[src/design/tmec_pipe_sqrt.sv]
// Pipelined floor square root, one result bit per stage.
`timescale 1ns / 1ps
module tmec_pipe_sqrt #(
   parameter int VW = 40
) (
   input  logic            clock,
   input  logic            advance,
   input  logic [VW-1:0]   val,
   output logic [VW/2-1:0] root
);
   localparam int RW = VW / 2;
   logic [VW-1:0] rem_ff[RW+1];
   logic [RW-1:0] res_ff[RW+1];

   assign rem_ff[0] = val;
   assign res_ff[0] = '0;

   for (genvar s = 0; s < RW; s++) begin : g_stage
      logic [VW+1:0] trial;
      logic          fits;
      assign trial = ({2'b0, res_ff[s], {RW{1'b0}}} >> s) |
                     ((VW+2)'(1) << (2 * (RW - 1 - s)));
      assign fits  = {2'b0, rem_ff[s]} >= trial;
      always_ff @(posedge clock) begin
         if (advance) begin
            rem_ff[s+1] <= fits ? VW'({2'b0, rem_ff[s]} - trial) : rem_ff[s];
            res_ff[s+1] <= res_ff[s] | (fits ? RW'(1) << (RW - 1 - s) : '0);
         end
      end
   end

   assign root = res_ff[RW];
endmodule

[config.mk]
export PLATFORM = sky130hd
export DESIGN_NAME = tmec_pipe_sqrt
export DESIGN_NICKNAME = d
export VERILOG_FILES = /design/src/design/tmec_pipe_sqrt.sv
export SDC_FILE = /design/constraint.sdc
export NUM_CORES = 1
export LEC_CHECK = 0
export BUFFER_PORTS_ARGS = -buffer_cell sky130_fd_sc_hd__buf_2
export CORE_ASPECT_RATIO = 0.7
export CORE_MARGIN = 2
export CORE_UTILIZATION = 55
export CTS_BUF_LIST = sky130_fd_sc_hd__clkbuf_8
export DETAILED_ROUTE_END_ITERATION = 10
export GPL_TIMING_DRIVEN = 1
export PLACE_DENSITY = 0.79
export SLEW_MARGIN = 20
export SYNTH_ARGS = -nofsm -noshare
export SYNTH_HDL_FRONTEND = slang
export SYNTH_SLANG_ARGS = --single-unit
[constraint.sdc]
create_clock -name clock -period 3.7 [get_ports clock]
set_clock_uncertainty 0.05 [all_clocks]
set_input_delay 0 -clock clock [delete_from_list [all_inputs] [get_ports clock]]
set_output_delay 0 -clock clock [all_outputs]
set_load 0.02 [all_outputs]
**Word level (Yosys, flattened, before mapping)**

Index checks and enable logic that the tools add are counted.

- Output and inout port bits: 20
- Register bits: 1160
- Word-level logic and storage cells: 136

- Bitwise operators: 19
- Add/subtract/negate cells: 19
- Muxes and demuxes: 39
- Magnitude comparators: 20

Operator list:

| kind | count |
|---|---|
| $mux W40 | 19 |
| $ge A40 B21 Y1 | 1 |
| $ge A40 B22 Y1 | 1 |
| $ge A40 B23 Y1 | 1 |
| $ge A40 B24 Y1 | 1 |
| $ge A40 B25 Y1 | 1 |
| $ge A40 B26 Y1 | 1 |
| $ge A40 B27 Y1 | 1 |
| $ge A40 B28 Y1 | 1 |
| $ge A40 B29 Y1 | 1 |
| $ge A40 B30 Y1 | 1 |
| $ge A40 B31 Y1 | 1 |
| $ge A40 B32 Y1 | 1 |
| $ge A40 B33 Y1 | 1 |
| $ge A40 B34 Y1 | 1 |
| $ge A40 B35 Y1 | 1 |
| $ge A40 B36 Y1 | 1 |
| $ge A40 B37 Y1 | 1 |
| $ge A40 B38 Y1 | 1 |
| $ge A40 B39 Y1 | 1 |
| $ge A40 B39 Y1 const B | 1 |
| $sub A40 B22 Y40 | 1 |
| $sub A40 B23 Y40 | 1 |
| $sub A40 B24 Y40 | 1 |
| 55 further kinds | 55 |

**Longest topological paths before layout**

- Depth after elaboration: 3
- Depth in mapped cells: 13
- Gate-level depth less buffers: 11

**Worst setup path after synthesis**

Ideal clock, no wire load.

- Kind: flip-flop to flip-flop
- Start: register rem_ff[294] in the netlist's numbering
- End: register rem_ff[259] in the netlist's numbering, data pin
- Stages on the path, launching flop included: 9
- Slack: 0.372 ns
- Data arrival time: 3.019 ns
- Cells stage by stage: edfxtp_1 ha_1 nor2b_1 o21ai_0 a21o_1 a32oi_1 a2111oi_1 clkbuf_1 mux2_2

- Word-level cells in the longest chain between the ends: 2

Ends and longest elaborated chain:

| element | RTL line | source |
|---|---|---|
| from (decl) | 12 | `logic [VW-1:0] rem_ff[RW+1];` |
| from (signal, indexed assignment) | 26 | `rem_ff[s+1] <= fits ? VW'({2'b0, rem_ff[s]} - trial) : rem_ff[s];` |
| $sub A40 B27 Y40 or $ge A40 B27 Y1 (tied branches) | 26, 23 |  |
| $mux W40 (*) | 26 |  |

Mark *: on every way between the ends. The rest lies on a longest branch, timed or not.
A chain may end at the register's enable or synchronous reset.

**Worst setup path after layout**

- Start: register rem_ff[110] in the netlist's numbering
- End: register rem_ff[68] in the netlist's numbering, data pin

- Word-level cells in the longest chain between the ends: 2

Ends and longest elaborated chain:

| element | RTL line | source |
|---|---|---|
| $ge A40 B22 Y1 | 23 | `assign fits = {2'b0, rem_ff[s]} >= trial;` |
| $mux W40 | 26 |  |

No other way between the ends.

==> impl_metrics.env <==
export IMPL_num_vias=29100
export IMPL_routabilityCongestion=0.921
export IMPL_slew_viol_final=0
export IMPL_synth_async_reset_ratio_pct=0
export IMPL_final_cells=5022
export IMPL_leakage_nw=19.7
export IMPL_track_usage_pct=22.5
export IMPL_arrival_ps=4050
export IMPL_seq_area_frac_synth_pct=63.7
export IMPL_root_buffer="clkbuf_8"
export IMPL_clock_fmax_ghz=0.279
export IMPL_hold_path_cell_count=3
export IMPL_port_buffer_count=61
export IMPL_die_h_um=245
export IMPL_cts_setup_buffers=0
export IMPL_avgSynthCellArea_um2=12.9
export IMPL_cp_start_kind="flop"
export IMPL_min_to="rem_ff[792]$_DFFE_PP_"
export IMPL_grt_setup_unrepaired="no"
export IMPL_rows=88
export IMPL_cp_required_ps=4170
export IMPL_worst_setup_path_type="reg2reg"
export IMPL_syn_nets=3818
export IMPL_core_um2=82400
export IMPL_fin_tns_setup_ps=0
export IMPL_worst_setup_path_end_kind="flop"
export IMPL_drv_cap=0
export IMPL_rr_worst_depth=9
export IMPL_synth_simple_area_share_pct=11.5
export IMPL_synth_flop_cell="edfxtp_1"
export IMPL_antenna_found_initial=1
export IMPL_diodes=0
export IMPL_reg2reg_from="rem_ff[110]$_DFFE_PP_"
export IMPL_power_density_nw_per_um2=557
export IMPL_worstPathMaxFanout=10
export IMPL_netlist_area_um2=45700
export IMPL_finish_utilization_pct=62.2
export IMPL_drive_gt1_share_pct=8.93
export IMPL_grt_overflow=0
export IMPL_yosysUniqueCellTypes=79
export IMPL_holdCritPathClass="in2reg"
export IMPL_r2r_end="rem_ff[68]$_DFFE_PP_"
export IMPL_start_util_pct=55.5
export IMPL_status="finished, final reports clean"
export IMPL_route_detailed_wl_per_inst_um=19.1
export IMPL_clk_latency_ps=810
export IMPL_yosys_area_share_adder_pct=6.19
export IMPL_grt_pass1_wl_um=150000
export IMPL_dieArea_um2=85500
export IMPL_worst_slew_pin_slew_ps=1010
export IMPL_setup_viol=0
export IMPL_hold_violations=0
export IMPL_ios=62
export IMPL_fin_crit_sh_pct=96.9
export IMPL_dr_pass1_iters=6
export IMPL_synth_compound_area_share_pct=8.81
export IMPL_synthCells=3550
export IMPL_synth_top_family_by_area="simple AND/OR/NAND/NOR gates"
export IMPL_final_nets=4097
export IMPL_min_period_ps=3590
export IMPL_synthToLayoutAreaGrowth_pct=12.1
export IMPL_cts_htree_levels=4
export IMPL_ant_nets=0
export IMPL_cts_num_sinks=970
export IMPL_clk_pin_slew_ps=60
export IMPL_synth_edf_count=970
export IMPL_drt_iter0_drc=3031
export IMPL_muxShareOfSynthArea_pct=0.668
export IMPL_hp_start="val[32]"
export IMPL_drt_vias_per_instance=5.80
export IMPL_drc=0
export IMPL_cts_tree="done"
export IMPL_yosys_register_bits=970
export IMPL_ir_worst_vdd_mv=0.406
export IMPL_relSlewSlack_pct=32.6
export IMPL_grt_pass1_vias=28000
export IMPL_drt_total_wl_um=95900
export IMPL_grt_max_degree=181
export IMPL_place_inst=4680
export IMPL_place_hpwl_um=65600
export IMPL_yosysWarnings=0
export IMPL_die_w_um=349
export IMPL_numCtsBuffers=143
export IMPL_reg2reg_slack_ps=110
export IMPL_cts_buffer_depth=3
export IMPL_synth_xor_area_share_pct=6.13
[Yosys cell counts, drive strengths merged (14+ instances only)]
cell	n	area [µm²]
a211oi	14	105
a21o	69	518
a21oi	194	971
a31oi	27	175
and2	15	93.8
buf	16	114
clkbuf	42	158
edfxtp	970	29100
ha	226	2830
inv	289	1080
mux2	20	225
nand2	234	878
nand2b	40	250
nand3	44	220
nand4	33	206
nor2	221	832
nor2b	34	213
nor3	100	500
nor4	121	778
nor4b	26	228
o211ai	17	128
o21a	51	383
o21ai	167	840
o31ai	25	188
or3	44	280
or4	32	255
xnor2	150	1310
xor2	170	1490
[worst max-delay path, stage by stage (launching register included)]
cell and delay [ps]:
edfxtp_1 420, or4_4 560, or3_4 370, or4_4 440, or4_1 450, and4bb_1 330, and3_4 290, buf_12 150
a2111oi_0 70, xor2_1 180
[power by group]
part	internal [mW]	leakage [nW]	switching, mW
sequential	13.8	9.29	1.01
clock	4.38	1.57	4.24
combinational	2.17	8.80	2.90
total	20.4	19.7	8.15
[repair_timing]
action / 4_1_cts / 5_1_grt
endpoints found under the setup margin: 0 / 13
hold buffers: 84 / 0
endpoints found under the hold margin: 761 / 0
resized for setup: 0 / 6
[sequential cells by signal, summed over array words and instances (netlist names)]
| signal | count |
|---|---|
| root | 20 |
| g_stage.trial | 190 |
| rem_ff | 760 |
[layout by cell type (no fill, tap or decap), types with 20 or more instances in the layout]
| cell type | n |
|---|---|
| edfxtp_1 | 970 |
| inv_1 | 325 |
| nand2_1 | 234 |
| ha_1 | 226 |
| nor2_1 | 220 |
| a21oi_1 | 194 |
| xor2_1 | 170 |
| o21ai_0 | 165 |
| xnor2_1 | 150 |
| clkbuf_8 | 148 |
| nor4_1 | 119 |
| nor3_1 | 100 |
| dlygate4sd3_1 | 84 |
| a21o_1 | 69 |
| buf_2 | 60 |
| o21a_1 | 51 |
| nand3_1 | 44 |
| or3_1 | 43 |
| nand2b_1 | 40 |
| buf_4 | 38 |
| nor2b_1 | 34 |
| nand4_1 | 33 |
| clkinv_1 | 32 |
| or4_1 | 28 |
| nor4b_1 | 26 |
| a31oi_1 | 25 |
| o31ai_1 | 25 |
| clkinv_2 | 21 |
| mux2_2 | 20 |
[metrics by stage]
stage	power, mW	cell area, µm²	worst slack (ps)	hold slack, ps
2_1_floorplan	18.3	45700	372	48.9
3_3_place_gp	19.8	47600	132	126
3_5_place_dp	19.9	47600	83.4	128
4_1_cts	28.5	51200	61.3	282
5_1_grt	29.8	51200	12.6	371
6_report	28.5	51200	115	380
[cell type report]
class,count,area [µm²]
flip-flops and latches,970,29100
repair buffers,192,1620
clock inverters,110,734
well taps,1080,1350
fillers,5953,31100
inverters,289,1090
multi-input cells,2233,15300
clock buffers,148,2040
[per-layer routing]
metal / track usage (%) / vias up / part of all wire (%)
li1: - / 13900 / -
met1: 31.4 / 14000 / 44
met2: 34.7 / 1063 / 46
met3: 4.49 / 204 / 7.6
met4: 9.05 / 2 / 2.8
met5: 0 / - / 0.014
[worst max path at each step]
stage,startpoint,end,slack (ps),cells after the start
final,rem_ff[110]$_DFFE_PP_,rem_ff[68]$_DFFE_PP_,110,9
after global routing,rem_ff[110]$_DFFE_PP_,rem_ff[68]$_DFFE_PP_,10,9
after CTS,rem_ff[110]$_DFFE_PP_,rem_ff[77]$_DFFE_PP_,60,9
after detailed placement,rem_ff[110]$_DFFE_PP_,rem_ff[77]$_DFFE_PP_,80,9
after global placement,rem_ff[110]$_DFFE_PP_,rem_ff[77]$_DFFE_PP_,130,9
after floorplan,rem_ff[294]$_DFFE_PP_,rem_ff[259]$_DFFE_PP_,370,8
[cell families after synthesis]
family | count (synthesis)
xor+xnor | 320
flops | 970
simple gates | 1011
compound gates | 648
fa+ha+maj | 226
buf+inv | 347
mux | 28
(Power assumes the default switching activity.)
